## src/design/rlcph_pkg.sv

```systemverilog
// Shared types and constants of the radio link control PDU header parser.
package rlcph_pkg;

    localparam int QUEUE_DEPTH = 4;
    localparam int QPTR_W      = $clog2(QUEUE_DEPTH);
    localparam int QCNT_W      = $clog2(QUEUE_DEPTH + 1);
    localparam int TDATA_W     = 48;
    localparam int BUF_W       = 9;

    typedef enum logic [1:0] {
        MODE_AM   = 2'd0,
        MODE_UM5  = 2'd1,
        MODE_UM10 = 2'd2,
        MODE_TM   = 2'd3
    } mode_t;

    typedef enum logic [2:0] {
        KIND_HDR   = 3'd0,
        KIND_LI    = 3'd1,
        KIND_ACK   = 3'd2,
        KIND_NACK  = 3'd3,
        KIND_PAY   = 3'd4,
        KIND_END   = 3'd5,
        KIND_TRUNC = 3'd6
    } kind_t;

    typedef enum logic [2:0] {
        PH_IDLE     = 3'd0,
        PH_AMD_HDR  = 3'd1,
        PH_AMC_HDR  = 3'd2,
        PH_UM10_HDR = 3'd3,
        PH_EXT      = 3'd4,
        PH_NACK     = 3'd5,
        PH_PAYLOAD  = 3'd6,
        PH_TAIL     = 3'd7
    } phase_t;

    typedef struct packed {
        kind_t       kind;
        logic        eop;
        logic [9:0]  sn;
        logic [1:0]  fi;
        logic        ext;
        logic        rf;
        logic        poll;
        logic [10:0] li;
        logic [9:0]  ssn;
        logic [7:0]  pay;
    } rec_t;

endpackage

```

## src/design/rlcph_front.sv

```systemverilog
// Front end: takes PDU words, tracks the header parse and builds records.
module rlcph_front (
    input  logic                clk,
    input  logic                rst_n,
    input  logic                cfg_we,
    input  logic [1:0]          cfg_data,
    input  logic                in_accept,
    input  logic [7:0]          in_byte,
    input  logic                in_last,
    output logic                rec_valid,
    output rlcph_pkg::rec_t     rec
);
    import rlcph_pkg::*;

    mode_t              mode_reg;
    phase_t             phase_reg, phase_next;
    logic [BUF_W-1:0]   bitbuf_reg, bitbuf_next;
    logic [3:0]         held_reg, held_next;
    logic [7:0]         hold_reg, hold_next;

    logic [15:0]        hdr_word;
    logic [16:0]        pushed;
    logic [4:0]         cnt;
    logic [4:0]         grp_shift;
    logic [11:0]        grp;
    logic [16:0]        keep_mask;
    logic               grp_done;
    logic               have;
    rec_t               r;

    always_comb
    begin
        hdr_word  = {hold_reg, in_byte};
        pushed    = {bitbuf_reg, in_byte};
        cnt       = {1'b0, held_reg} + 5'd8;
        grp_done  = (cnt >= 5'd12);
        grp_shift = cnt - 5'd12;
        grp       = 12'(pushed >> grp_shift);
        keep_mask = (17'd1 << grp_shift) - 17'd1;
    end

    always_comb
    begin
        phase_next  = phase_reg;
        bitbuf_next = bitbuf_reg;
        held_next   = held_reg;
        hold_next   = hold_reg;
        r           = '0;
        have        = 1'b0;

        unique case (phase_reg)
            PH_IDLE:
            begin
                unique case (mode_reg)
                    MODE_AM:
                    begin
                        hold_next  = in_byte;
                        phase_next = in_byte[7] ? PH_AMD_HDR : PH_AMC_HDR;
                    end
                    MODE_UM5:
                    begin
                        r.kind      = KIND_HDR;
                        r.sn        = {5'd0, in_byte[4:0]};
                        r.fi        = in_byte[7:6];
                        r.ext       = in_byte[5];
                        have        = 1'b1;
                        bitbuf_next = '0;
                        held_next   = '0;
                        phase_next  = in_byte[5] ? PH_EXT : PH_PAYLOAD;
                    end
                    MODE_UM10:
                    begin
                        hold_next  = in_byte;
                        phase_next = PH_UM10_HDR;
                    end
                    default:
                    begin
                        r.kind     = KIND_PAY;
                        r.pay      = in_byte;
                        have       = 1'b1;
                        phase_next = PH_PAYLOAD;
                    end
                endcase
            end
            PH_AMD_HDR, PH_UM10_HDR:
            begin
                r.kind      = KIND_HDR;
                r.sn        = hdr_word[9:0];
                r.fi        = hdr_word[12:11];
                r.ext       = hdr_word[10];
                // RF and P exist only in the acknowledged data header.
                if (phase_reg == PH_AMD_HDR)
                begin
                    r.rf   = hdr_word[14];
                    r.poll = hdr_word[13];
                end
                have        = 1'b1;
                bitbuf_next = '0;
                held_next   = '0;
                phase_next  = hdr_word[10] ? PH_EXT : PH_PAYLOAD;
            end
            PH_AMC_HDR:
            begin
                r.kind      = KIND_ACK;
                r.ssn       = hdr_word[11:2];
                have        = 1'b1;
                bitbuf_next = {{(BUF_W-1){1'b0}}, hdr_word[0]};
                held_next   = 4'd1;
                phase_next  = hdr_word[1] ? PH_NACK : PH_TAIL;
            end
            PH_EXT, PH_NACK:
            begin
                if (grp_done)
                begin
                    have = 1'b1;
                    if (phase_reg == PH_EXT)
                    begin
                        r.kind = KIND_LI;
                        r.li   = grp[10:0];
                    end
                    else
                    begin
                        r.kind = KIND_NACK;
                        r.ssn  = grp[11:2];
                    end
                    // The more-groups flag is E for a length indicator, E1 for a NACK.
                    if ((phase_reg == PH_EXT) ? grp[11] : grp[1])
                    begin
                        bitbuf_next = BUF_W'(pushed & keep_mask);
                        held_next   = grp_shift[3:0];
                    end
                    else
                    begin
                        // Leftover bits are the pad or the ignored status tail.
                        bitbuf_next = '0;
                        held_next   = '0;
                        phase_next  = (phase_reg == PH_EXT) ? PH_PAYLOAD : PH_TAIL;
                    end
                end
                else
                begin
                    bitbuf_next = BUF_W'(pushed);
                    held_next   = cnt[3:0];
                end
            end
            PH_PAYLOAD:
            begin
                r.kind = KIND_PAY;
                r.pay  = in_byte;
                have   = 1'b1;
            end
            default:
            begin
            end
        endcase

        if (in_last)
        begin
            if (phase_next inside {PH_AMD_HDR, PH_AMC_HDR, PH_UM10_HDR, PH_EXT, PH_NACK})
            begin
                r      = '0;
                r.kind = KIND_TRUNC;
            end
            else if (!have)
            begin
                r.kind = KIND_END;
            end
            r.eop       = 1'b1;
            have        = 1'b1;
            phase_next  = PH_IDLE;
            bitbuf_next = '0;
            held_next   = '0;
            hold_next   = '0;
        end
    end

    always_ff @(posedge clk or negedge rst_n)
    begin
        if (!rst_n)
        begin
            mode_reg   <= MODE_AM;
            phase_reg  <= PH_IDLE;
            bitbuf_reg <= '0;
            held_reg   <= '0;
            hold_reg   <= '0;
        end
        else if (cfg_we)
        begin
            mode_reg   <= mode_t'(cfg_data);
            phase_reg  <= PH_IDLE;
            bitbuf_reg <= '0;
            held_reg   <= '0;
            hold_reg   <= '0;
        end
        else if (in_accept)
        begin
            phase_reg  <= phase_next;
            bitbuf_reg <= bitbuf_next;
            held_reg   <= held_next;
            hold_reg   <= hold_next;
        end
    end

    assign rec_valid = in_accept && have;
    assign rec       = r;

`ifndef SYNTH
    a_held_legal: assert property (@(posedge clk) disable iff (!rst_n)
        (held_reg == 4'd0) || (held_reg == 4'd1) || (held_reg == 4'd4) ||
        (held_reg == 4'd5) || (held_reg == 4'd8) || (held_reg == 4'd9))
        else $error("bit count left an unexpected residue");
    a_buf_clean: assert property (@(posedge clk) disable iff (!rst_n)
        (bitbuf_reg >> held_reg) == '0)
        else $error("bit buffer holds bits above the held count");
    a_last_idle: assert property (@(posedge clk) disable iff (!rst_n)
        (in_accept && in_last && !cfg_we) |=> (phase_reg == PH_IDLE))
        else $error("parse did not return to idle after the last word");
`endif

endmodule

```

## src/design/rlcph_queue.sv

```systemverilog
// Short record queue between the parsing front end and the output stage.
module rlcph_queue (
    input  logic                clk,
    input  logic                rst_n,
    input  logic                push,
    input  rlcph_pkg::rec_t     push_rec,
    input  logic                pop,
    output rlcph_pkg::rec_t     head_rec,
    output logic                empty,
    output logic                full
);
    import rlcph_pkg::*;

    rec_t               mem [QUEUE_DEPTH];
    logic [QPTR_W-1:0]  wptr_reg, rptr_reg;
    logic [QCNT_W-1:0]  cnt_reg, cnt_next;

    assign empty    = (cnt_reg == '0);
    assign full     = (cnt_reg == QCNT_W'(QUEUE_DEPTH));
    assign head_rec = mem[rptr_reg];

    always_comb
    begin
        cnt_next = cnt_reg;
        if (push && !pop)
            cnt_next = cnt_reg + 1'b1;
        else if (pop && !push)
            cnt_next = cnt_reg - 1'b1;
    end

    always_ff @(posedge clk)
    begin
        if (push)
            mem[wptr_reg] <= push_rec;
    end

    always_ff @(posedge clk or negedge rst_n)
    begin
        if (!rst_n)
        begin
            wptr_reg <= '0;
            rptr_reg <= '0;
            cnt_reg  <= '0;
        end
        else
        begin
            if (push)
                wptr_reg <= wptr_reg + 1'b1;
            if (pop)
                rptr_reg <= rptr_reg + 1'b1;
            cnt_reg <= cnt_next;
        end
    end

`ifndef SYNTH
    a_no_overflow: assert property (@(posedge clk) disable iff (!rst_n)
        !(push && full))
        else $error("record pushed into a full queue");
    a_no_underflow: assert property (@(posedge clk) disable iff (!rst_n)
        !(pop && empty))
        else $error("record popped from an empty queue");
`endif

endmodule

```

## src/design/rlcph_back.sv

```systemverilog
// Output stage: drains the record queue into a registered output word.
module rlcph_back (
    input  logic                    clk,
    input  logic                    rst_n,
    input  rlcph_pkg::rec_t         head_rec,
    input  logic                    q_empty,
    output logic                    pop,
    output logic                    out_valid,
    input  logic                    out_ready,
    output logic [rlcph_pkg::TDATA_W-1:0] out_data,
    output logic                    out_last,
    output logic [2:0]              out_kind
);
    import rlcph_pkg::*;

    rec_t   out_reg;
    logic   valid_reg, valid_next;

    assign pop        = !q_empty && (!valid_reg || out_ready);
    assign valid_next = pop || (valid_reg && !out_ready);

    always_ff @(posedge clk)
    begin
        if (pop)
            out_reg <= head_rec;
    end

    always_ff @(posedge clk or negedge rst_n)
    begin
        if (!rst_n)
            valid_reg <= 1'b0;
        else
            valid_reg <= valid_next;
    end

    assign out_valid = valid_reg;
    assign out_last  = out_reg.eop;
    assign out_kind  = out_reg.kind;
    assign out_data  = {4'd0, out_reg.pay, out_reg.ssn, out_reg.li, out_reg.poll,
                        out_reg.rf, out_reg.ext, out_reg.fi, out_reg.sn};

endmodule

```

## src/design/rlc_pdu_header_parser.sv

```systemverilog
// Top level of the radio link control PDU header parser.
//
// The parser takes one PDU byte per word on the s_axis side, most significant
// bit first, with s_axis_tlast on the final byte of the PDU. It decodes the PDU
// according to pdu_mode (0 acknowledged, 1 unacknowledged with a 5-bit SN,
// 2 unacknowledged with a 10-bit SN, 3 transparent) and returns at most one
// record per input word on the m_axis side: a data header, an 11-bit length
// indicator, the ACK_SN or a NACK_SN of a status PDU, a payload byte, or an end
// or truncation record that closes the PDU. The record kind travels in
// m_axis_tuser and m_axis_tlast marks the record caused by the last byte.
// Input words that complete no field produce no output word. Throughput is one
// input word per clock cycle, sustained for as long as the output side keeps
// taking words; the parse state machine decides each byte combinationally.
// The clock edge that accepts a byte also writes its record into the
// four-entry record queue, from which it moves into the output register
// when that register is empty or being taken, and from there onto m_axis.
// The queue absorbs output stalls, and s_axis_tready drops only when it is
// full. Writing the mode register (cfg_we with cfg_data) abandons any PDU in
// progress without a record; write it only while the parser is idle.
module rlc_pdu_header_parser (
    input  logic        clk,
    input  logic        rst_n,
    input  logic        cfg_we,
    input  logic [1:0]  cfg_data,        // pdu_mode
    input  logic        s_axis_tvalid,
    output logic        s_axis_tready,
    input  logic [7:0]  s_axis_tdata,    // [7:0] pdu_byte
    input  logic        s_axis_tlast,    // last
    output logic        m_axis_tvalid,
    input  logic        m_axis_tready,
    // [9:0] sequence_number, [11:10] framing_info, [12] extension_flag,
    // [13] resegment_flag, [14] poll_flag, [25:15] length_value,
    // [35:26] status_sn, [43:36] payload, [47:44] zero
    output logic [rlcph_pkg::TDATA_W-1:0] m_axis_tdata,
    output logic        m_axis_tlast,    // end_of_pdu
    output logic [2:0]  m_axis_tuser     // [2:0] kind
);
    import rlcph_pkg::*;

    logic   q_push;
    logic   q_full;
    logic   in_accept;
    rec_t   front_rec;
    rec_t   head_rec;
    logic   q_empty;
    logic   pop;

    // A word is taken whenever the queue has room for its possible record.
    assign s_axis_tready = !q_full;
    assign in_accept     = s_axis_tvalid && s_axis_tready;

    rlcph_front u_front (
        .clk       (clk),
        .rst_n     (rst_n),
        .cfg_we    (cfg_we),
        .cfg_data  (cfg_data),
        .in_accept (in_accept),
        .in_byte   (s_axis_tdata),
        .in_last   (s_axis_tlast),
        .rec_valid (q_push),
        .rec       (front_rec)
    );

    rlcph_queue u_queue (
        .clk      (clk),
        .rst_n    (rst_n),
        .push     (q_push),
        .push_rec (front_rec),
        .pop      (pop),
        .head_rec (head_rec),
        .empty    (q_empty),
        .full     (q_full)
    );

    rlcph_back u_back (
        .clk       (clk),
        .rst_n     (rst_n),
        .head_rec  (head_rec),
        .q_empty   (q_empty),
        .pop       (pop),
        .out_valid (m_axis_tvalid),
        .out_ready (m_axis_tready),
        .out_data  (m_axis_tdata),
        .out_last  (m_axis_tlast),
        .out_kind  (m_axis_tuser)
    );

endmodule

```

## config.mk

```make
export PLATFORM = sky130hd
export DESIGN_NAME = rlc_pdu_header_parser
export DESIGN_NICKNAME = d
export VERILOG_FILES = /design/src/design/rlcph_pkg.sv /design/src/design/rlcph_front.sv /design/src/design/rlcph_queue.sv /design/src/design/rlcph_back.sv /design/src/design/rlc_pdu_header_parser.sv
export SDC_FILE = /design/constraint.sdc
export NUM_CORES = 1
export LEC_CHECK = 0
export BUFFER_PORTS_ARGS = -buffer_cell sky130_fd_sc_hd__buf_2
export CAP_MARGIN = 10
export CORE_UTILIZATION = 44
export CTS_BUF_LIST = sky130_fd_sc_hd__clkbuf_8
export DETAILED_ROUTE_END_ITERATION = 8
export PLACE_DENSITY = 0.63
export SLEW_MARGIN = 20
export SYNTH_ARGS = -nofsm -noshare
export SYNTH_HDL_FRONTEND = slang
export SYNTH_SLANG_ARGS = --single-unit
```

## constraint.sdc

```tcl
create_clock -name clk -period 7.87 [get_ports clk]
set_clock_uncertainty 0.05 [all_clocks]
set_input_delay 0.787 -clock clk [delete_from_list [all_inputs] [get_ports clk]]
set_output_delay 0.787 -clock clk [all_outputs]
set_load 0.01 [all_outputs]
```

==> results of run 1 <==
==> worst max-delay path: stages, from the launching register on <==
cell and delay, ns:
dfrtp_1 0.99, inv_1 0.21, ha_1 0.48, mux2_2 0.35, a21oi_1 0.24, nor2_1 0.07, nor2_1 0.35, and2_2 0.62
buf_4 0.53
==> per-layer routing <==
| layer | track usage [%] | routed length (um) | share of wire [%] | up-vias |
|---|---|---|---|---|
| met1 | 24.4 | 9750 | 42 | 3002 |
| met5 | 0 | 0 | 0 | - |
| met2 | 30.0 | 11200 | 49 | 219 |
| li1 | - | - | - | 2675 |
| met3 | 3.80 | 1480 | 6.4 | 50 |
| met4 | 6.95 | 682 | 2.9 | 0 |
==> worst min-delay path by stage <==
| stage | cells after the start | end | slack (ns) | startpoint |
|---|---|---|---|---|
| final | 1 | u_queue.wptr_reg[0] | 0.28 | rst_n |
| after global routing | 1 | u_front.phase_reg[2] | 0.31 | rst_n |
| after CTS | 1 | u_front.phase_reg[2] | 0.28 | rst_n |
| after detailed placement | 1 | u_queue.cnt_reg[2] | 0.44 | u_queue.cnt_reg[2] |
| after global placement | 1 | u_queue.cnt_reg[2] | 0.43 | u_queue.cnt_reg[2] |
| after floorplan | 1 | u_queue.cnt_reg[2] | 0.41 | u_queue.cnt_reg[2] |
==> final cells by class <==
class | count | area share, %
Inverter | 12 | 0.356
Clock buffer | 47 | 5.11
Sequential cell | 272 | 63.3
Multi-Input combinational cell | 320 | 23.8
Timing Repair Buffer | 72 | 3.15
Tap cell | 330 | 3.26
Clock inverter | 29 | 0.979
==> cell families after synthesis <==
group | count (synthesis) | synth area share (%)
compound gates | 79 | 5.43
simple gates | 146 | 6.67
xor+xnor | 7 | 0.547
buf+inv | 50 | 1.93
fa+ha+maj | 9 | 1.07
other cells | 1 | 0.0335
mux | 75 | 12.9
flops | 272 | 71.5
==> power groups by stage <==
stage                     registers [uW]  logic (uW)  clock network [uW]
after global routing                2140        1030                1160
after floorplan                     2140         608                   0
after global placement              2170         883                   0
after detailed placement            2190         897                   0
after CTS                           2160         902                1100
final                               2100         944                1070
==> placed cells by master (no fill, tap or decap), types with 13 or more instances in the layout <==
cell type  synthesis  final
mux4_2            54     54
and2_1            25     21
edfxtp_1         240    240
dfrtp_1           32     30
buf_2              4     65
nor2_1            42     42
mux2_2            13     13
clkbuf_8           0     47
nand2_1           33     33
inv_1             12     31
==> cells in the mapped netlist (5+ instances only) <==
library cell  instances
a21oi_1              13
a22o_1               10
a22oi_1               7
a32o_1                7
and2_1               25
buf_1                 7
clkbuf_1             21
dfrtp_1              32
edfxtp_1            240
ha_1                  8
inv_1                12
mux2_2               13
mux2i_1               8
mux4_2               54
nand2_1              33
nand2b_1              6
nor2_1               42
nor2b_1               6
nor3_1                5
o21ai_0              11
o31a_1                5
o31ai_1               5
==> per-stage QoR <==
stage / utilization [%] / area, um2
3_5_place_dp: 47.2 / 11900
2_1_floorplan: - / 11200
6_report: 50.4 / 12600
3_3_place_gp: 47.2 / 11900
4_1_cts: 50.3 / 12600
5_1_grt: 50.4 / 12600
==> impl_metrics.toml, run 1 <==
[outcome]
status = "finished, final reports clean"

[floorplan]
num_rows = 58
die_y_um = 162
coreArea_um2 = 25100
die_w_um = 162
start_util_pct = 44.6
die_area_um2 = 26100
num_io_pins = 70

[synth]
synth_top_area_share_pct = 64.3
synthCells = 639
synth_ff_type = "edfxtp_1"
synth_seq_area_share_pct = 71.5
ys_types = 56
synth_edf_count = 240
synth_top_area_cell = "edfxtp_1"
synth_area_per_cell_um2 = 17.5
synth-async-reset-ratio_pct = 11.8
syn_area_um2 = 11200
synthTopCellsByArea = "edfxtp_1 64%, mux4_2 11%, dfrtp_1 7.1%"
ys_ff_latch = 272
ys_warn_count = 0

[power_and_ir_drop]
p_clk_share_pct = 25.9
p_int_uw = 2940
power_switching_uw = 1170
p_total_uw = 4110
sw_frac_of_total_pct = 28.6
comb_power_share_pct = 23.0
power_leakage_uw = 0.00451
ir_drop_mv = 0.181
seq_power_share_pct = 51.1
p_per_area_nw_per_um2 = 325

[critical_path]
rrSetupSlack_ns = 3.59
end_kind = "flip-flop"
critical_path.startpoint = "u_front.held_reg[2]"
r2r_start = "u_front.held_reg[2]"
worstReg2RegEnd = "u_queue.mem[2][6]"
cp-endpoint = "u_queue.mem[2][6]"
worstSetupPathType = "reg2reg"
worstPathArrival_ns = 4.40
ff2ff_path_depth = 8
path_max_fanout = 29
startpoint_type = "flip-flop"
required_ns = 7.99

[min_path]
hp-class = "in2async"

[placed_design]
gp_congestion = 0.832
port_buffers = 65
preCtsSetupSlack_ns = 3.60
post-place-cells = 1005
dp_hpwl_um = 13900

[clock_tree]
cts_buffers = 43
postCtsSetupBuffers = 0
hold_buffers = 0
insertion_delay_ns = 0.54
clk_pin_slew_ns = 0.06
clk_path_buf_depth = 3
cts_tree = "built"
ctsHtreeMaxLevel = 2
cts.sinks = 272
cts_root_buffer = "clkbuf_8"
cts-resized-gates = 0

[grt]
overflow = 0
antenna_found_initial = 0
first_global_vias = 6269
grt_pass1_wl_um = 35800
grt_max_degree = 52
grt_use_total_pct = 18.4

[timing]
setup_viol = 0
fin_hold_ws_ns = 0.279
finalWorstSetupSlack_ns = 3.59
clock.fmax_mhz = 234
period_share_pct = 54.4
slew_viol_final = 0
hold_violations = 0
fin_crit_ns = 4.28
worst_slew_pin_slew_ns = 0.988
tns_ns = 0
slew_headroom_pct = 34.1
rsz0062_at_grt = "no"

[detailed_routing]
viasPerCell = 5.50
drt_wl_total_um = 23100
vias = 5946
route.detailed.drc = 0
wl_per_cell_um = 21.4
drt-initial-drc-count = 487
firstDrtPassIters = 5
ant_nets = 0

[cells_and_area]
layout-drive-gt1-share_pct = 27.4
final_cell_count_no_fill = 1082
largest_reg_flops = 192
nFillCells = 2103
fin_nets = 746
layout.area.seq_um2 = 8010
multi_input_area_um2 = 3010
syn_to_final_growth_pct = 12.9
diodes = 0

[flow_run]
drv_cap = 0
Power figures use the tool's default switching activity.
==> run 2, diff against run 1 <==
ABC_AREA = 1   (was unset)
PLACE_DENSITY = 0.65   (was 0.63)
clock period = 3.55 ns   (was 7.87 ns; I/O delays follow)
==> run 2 against run 1 <==
Clock-buffer cell count increased by 2. Design area increased by 3.8%. Non-clock buffer count rose by 17. Register-to-register slack got worse by 3.0 ns. Global-route usage grew 1.9 points. First-iteration DRC count increased by 29%. Critical endpoint is now u_queue.mem[2][8]. Via count rose by 29%. Combinational power increased to 3.0 times the previous value. Highest routed layer unchanged.
==> impl_metrics.toml, run 2 <==
[cells_and_area]
multi_input_area_um2 = 3060
mostFrequentLayoutCells = "240 x edfxtp_1, 131 x nor2_1, 121 x nand2_1"
diodes = 0
final_util_pct = 51.7
fin_nets = 1077
nFillCells = 2246
syn_to_final_growth_pct = 14.4
largest_reg_flops = 192
final_common_cell = "edfxtp_1"
layout-drive-gt1-share_pct = 19.0
layout.area.seq_um2 = 8010

[floorplan]
die_area_um2 = 26700
die_y_um = 164
die_w_um = 164
num_rows = 58
coreArea_um2 = 25400
num_io_pins = 70
start_util_pct = 45.2

[synth]
ys_warn_count = 0
synthCells = 966
synth-async-reset-ratio_pct = 11.8
synth_top_area_cell = "edfxtp_1"
ys_ff_latch = 272
synth_ff_type = "edfxtp_1"
synthTopCellsByArea = "edfxtp_1 63%, dfrtp_1 7.0%, o21ai_0 5.1%"
synth_seq_area_share_pct = 69.7
ys_types = 45
synth_area_per_cell_um2 = 11.9
synthMostInstantiatedCell = "edfxtp_1"
synth_top_area_share_pct = 62.8
yosys-top-cells-count = "240 x edfxtp_1, 135 x nor2_1, 121 x nand2_1, 118 x o21ai_0, 55 x o22ai_1"
syn_area_um2 = 11500
synth_edf_count = 240

[timing]
rsz0062_at_grt = "no"
slew_viol_final = 0
tns_ns = 0
fin_hold_ws_ns = 0.0369
worst_slew_pin_slew_ns = 1.01
slew_headroom_pct = 32.7
hold_violations = 0
fin_crit_ns = 3.00
finalWorstSetupSlack_ns = 0.548
period_share_pct = 84.6
setup_viol = 0
clock.fmax_mhz = 333

[power_and_ir_drop]
ir_drop_mv = 0.440
p_total_uw = 9970
p_clk_share_pct = 25.7
p_int_uw = 6620
p_per_area_nw_per_um2 = 759
power_switching_uw = 3340
sw_frac_of_total_pct = 33.5
seq_power_share_pct = 46.3
power_leakage_uw = 0.00479
comb_power_share_pct = 28.1

[critical_path]
worstPathArrival_ns = 3.20
required_ns = 3.74
path_max_fanout = 37
end_kind = "flip-flop"
worstSetupPathType = "reg2reg"
startpoint_type = "flip-flop"
rrSetupSlack_ns = 0.55

[detailed_routing]
drt-initial-drc-count = 630
vias = 7690
route.detailed.drc = 0
drt_wl_total_um = 26200
wl_per_cell_um = 18.5
viasPerCell = 5.43
firstDrtPassIters = 5
ant_nets = 0

[grt]
first_global_vias = 7485
grt_pass1_wl_um = 41300
grt_max_degree = 99
overflow = 0
grt_use_total_pct = 20.3
antenna_found_initial = 0

[clock_tree]
cts_tree = "built"
cts_root_buffer = "clkbuf_8"
postCtsSetupBuffers = 0
insertion_delay_ns = 0.56
cts.sinks = 272
ctsHtreeMaxLevel = 2
cts_buffers = 45
clk_pin_slew_ns = 0.07
clk_path_buf_depth = 3

[outcome]
status = "finished, final reports clean"

[placed_design]
preCtsSetupSlack_ns = 0.623
dp_hpwl_um = 16000
gp_congestion = 0.891
port_buffers = 65

[flow_run]
drv_cap = 0

[min_path]
hp-class = "in2reg"
-- run 2: cell count changes after synthesis, sizes merged, moves of 12 or more --
cell and delta:
mux2 -12, nor2 +96, and2 -26, a21oi +37, nand2 +96, inv +44
mux4 -54, o21ai +125, nand3 +23, o22ai +55
-- run 2: power by group through the flow --
stage | clock network (uW) | logic, uW | registers (uW)
floorplan | 0 | 1660 | 4830
global placement | 0 | 2770 | 4670
detailed placement | 0 | 2840 | 4680
CTS | 2610 | 2850 | 4620
global route | 2760 | 3100 | 4680
finish | 2560 | 2800 | 4610
-- run 2: path summary, 6_finish.rpt --
check | start | to | cells after the start
worst max-delay path | u_front.held_reg[2] | u_queue.mem[2][8] | 11
worst min-delay path | cfg_we | u_front.mode_reg[0] | 2
worst max register to register | u_front.held_reg[2] | u_queue.mem[2][8] | 11
worst min register to register | u_front.hold_reg[4] | u_front.hold_reg[4] | 2
max in group asynchronous | rst_n | u_queue.rptr_reg[0] | 2
min in group asynchronous | rst_n | u_front.bitbuf_reg[1] | 2
-- run 2: repair_timing --
action / in CTS / in global routing
setup endpoints to repair: 0 / 0
endpoints found under the hold margin: 34 / 0
gates resized for setup: 0 / 0
hold buffers: 3 / 0
-- run 2: stage by stage --
stage | instance area, um2 | std cells
3_3_place_gp | 12300 | 1332
5_1_grt | 13100 | 1417
3_5_place_dp | 12300 | 1332
4_1_cts | 13100 | 1417
6_report | 13100 | 1417
2_1_floorplan | 11500 | 969
-- run 2: critical path, cell delays in order, from the launching register on --
cell and delay, ns:
dfrtp_1 0.58, inv_2 0.12, ha_1 0.47, inv_2 0.08, nor2_2 0.32, nand3_1 0.17
nand2_1 0.10, nand2_2 0.08, nand2_2 0.08, nand2_4 0.07, nand2_8 0.33, a21oi_1 0.21
-- run 2: layout make-up --
cell class | count | area share, %
Clock buffer | 49 | 5.14
Clock inverter | 33 | 1.31
Inverter | 57 | 1.64
Multi-Input combinational cell | 587 | 23.3
Sequential cell | 272 | 61.0
Tap cell | 330 | 3.14
Timing Repair Buffer | 89 | 4.48
-- run 2: per-layer routing --
layer	up-vias	global-route usage, %	wire (um)
li1	3644	-	-
met1	3716	28.6	11800
met2	278	31.7	12200
met3	52	3.48	1670
met4	0	6.94	566
met5	-	0	0
-- run 2: cell families (layout without fill, tap and decap cells) --
kind of cell / Yosys count / in the layout / synth area share, %
flip-flops: 272 / 272 / 69.7
other: 1 / 4 / 0.0327
multiplexers: 2 / 2 / 0.185
adder cells (fa/ha/maj): 9 / 9 / 1.05
buffers and inverters: 110 / 228 / 4.06
AO/OA/AOI/OAI: 260 / 260 / 13.4
AND/OR/NAND/NOR: 307 / 307 / 11.1
XOR/XNOR: 5 / 5 / 0.381
==> run 3, diff against run 2 <==
PLACE_DENSITY = 0.63   (was 0.65)
clock period = 2.8 ns   (was 3.55 ns; I/O delays follow)
==> run 3 against run 2 <==
Setup slack got worse by 0.18 ns. Fmax increased by 23%. First-iteration DRC count decreased by 8.7%. Hold slack improved by 0.0096 ns. Flip-flop and latch count unchanged. Total power increased by 26%. Critical path depth unchanged. Non-clock buffer count increased by 11. Clock-buffer cell count decreased by 1. Clock power increased by 21%. Critical path type unchanged. Critical endpoint is now u_queue.cnt_reg[1]. Largest power group unchanged. Highest routed layer unchanged.
==> impl_metrics.toml, run 3 (synthesis gave the netlist of run 2 again) <==
[clock_tree]
cts-resized-gates = 0
ctsHtreeMaxLevel = 2
cts.sinks = 272
insertion_delay_ns = 0.55
clk_pin_slew_ns = 0.06
postCtsSetupBuffers = 0
cts_root_buffer = "clkbuf_8"
cts_tree = "built"
clk_path_buf_depth = 3
cts_buffers = 44

[detailed_routing]
drt_wl_total_um = 25500
drt-initial-drc-count = 575
viasPerCell = 5.36
route.detailed.drc = 0
firstDrtPassIters = 5
vias = 7637
wl_per_cell_um = 17.9
ant_nets = 0

[cells_and_area]
layout.area.seq_um2 = 8010
fin_nets = 1087
largest_reg_flops = 192
diodes = 0
mostFrequentLayoutCells = "240 x edfxtp_1, 131 x nor2_1, 121 x nand2_1"
final_common_cell = "edfxtp_1"
finalInstanceArea_um2 = 13200
syn_to_final_growth_pct = 14.9
nFillCells = 2258
multi_input_area_um2 = 3060
layout-drive-gt1-share_pct = 19.3

[floorplan]
die_w_um = 164
num_io_pins = 70
coreArea_um2 = 25400
num_rows = 58
start_util_pct = 45.2
die_area_um2 = 26700
die_y_um = 164

[timing]
fin_crit_ns = 2.44
setup_viol = 0
worst_slew_pin_slew_ns = 0.776
slew_headroom_pct = 48.2
clock.fmax_mhz = 411
period_share_pct = 87.0
hold_violations = 0
slew_viol_final = 0
tns_ns = 0
rsz0062_at_grt = "no"

[grt]
grt_pass1_wl_um = 39500
grt_use_total_pct = 19.5
first_global_vias = 7152
antenna_found_initial = 0
grt_max_degree = 87
overflow = 0

[power_and_ir_drop]
p_per_area_nw_per_um2 = 949
ir_drop_mv = 0.476
power_leakage_uw = 0.00481

[critical_path]
required_ns = 3.17
path_max_fanout = 8
worstPathArrival_ns = 2.81
startpoint_type = "flip-flop"
end_kind = "flip-flop"
worstSetupPathType = "reg2reg"

[placed_design]
port_buffers = 65
gp_congestion = 0.955
dp_hpwl_um = 15400
dpl_cell_area_um2 = 12300

[outcome]
status = "finished, final reports clean"

[flow_run]
drv_cap = 0

[min_path]
hp-class = "in2reg"
-- run 3: cell types whose count changed in the layout (fill, tap and decap cells not counted), sizes merged --
cell / change
clkbuf: -1
inv: -1
dlygate4sd3: +6
buf: +5
clkinv: +1
bufinv: -1
-- run 3: cell type report --
| cell class | instances | area share (%) |
|---|---|---|
| flip-flops and latches | 272 | 60.7 |
| repair buffers | 100 | 5.20 |
| clock buffers | 48 | 5.01 |
| well taps | 330 | 3.13 |
| inverters | 57 | 1.62 |
| multi-input cells | 587 | 23.2 |
| clock inverters | 32 | 1.12 |
-- run 3: critical path, stage by stage (launching register included) --
cell and delay (ns):
dfrtp_1 0.53, inv_1 0.12, nand3_1 0.09, nor2_1 0.07, nor4_2 0.26, nand2_1 0.11
nand2_2 0.09, inv_2 0.04, ha_1 0.18, inv_1 0.11, fa_1 0.40, mux2_2 0.26
-- run 3: worst paths after layout --
check | slack, ns | depth (start not counted) | endpoint | from
worst max-delay path | 0.36 | 11 | u_queue.cnt_reg[1] | u_front.phase_reg[2]
max in group asynchronous | 1.89 | 2 | u_queue.rptr_reg[0] | rst_n
worst min register to register | 0.43 | 2 | u_front.hold_reg[6] | u_front.hold_reg[6]
worst max register to register | 0.36 | 11 | u_queue.cnt_reg[1] | u_front.phase_reg[2]
min in group asynchronous | 0.28 | 2 | u_front.hold_reg[2] | rst_n
worst min-delay path | 0.05 | 3 | u_front.bitbuf_reg[3] | s_axis_tdata[3]
-- run 3: per-stage QoR --
step	utilization [%]	hold WS, ns	setup WS (ns)	cells	total power [uW]
after floorplan	-	-0.0656	-0.356	969	8220
after global placement	48.4	0.339	0.453	1337	9480
after detailed placement	48.4	0.343	0.397	1337	9510
after CTS	51.9	0.0130	0.386	1426	12600
after global routing	51.9	0.0316	0.110	1426	13200
final	51.9	0.0465	0.364	1426	12500
-- run 3: per-layer routing --
layer | track usage, % | vias up | share of wire (%)
met1 | 28.0 | 3710 | 47
met5 | 0 | - | 0
met4 | 6.06 | 0 | 1.6
li1 | - | 3652 | -
met3 | 3.86 | 37 | 5.7
met2 | 29.8 | 238 | 45
-- run 3: what timing repair did --
item | in CTS | in global routing
hold buffers | 9 | 0
setup endpoints to repair | 0 | 0
hold endpoints to repair | 36 | 0
-- run 3: power breakdown --
group / total [uW] / internal, uW / switching, uW
logic: 3560 / 1110 / 2450
registers: 5860 / 5590 / 272
clock network: 3100 / 1590 / 1510
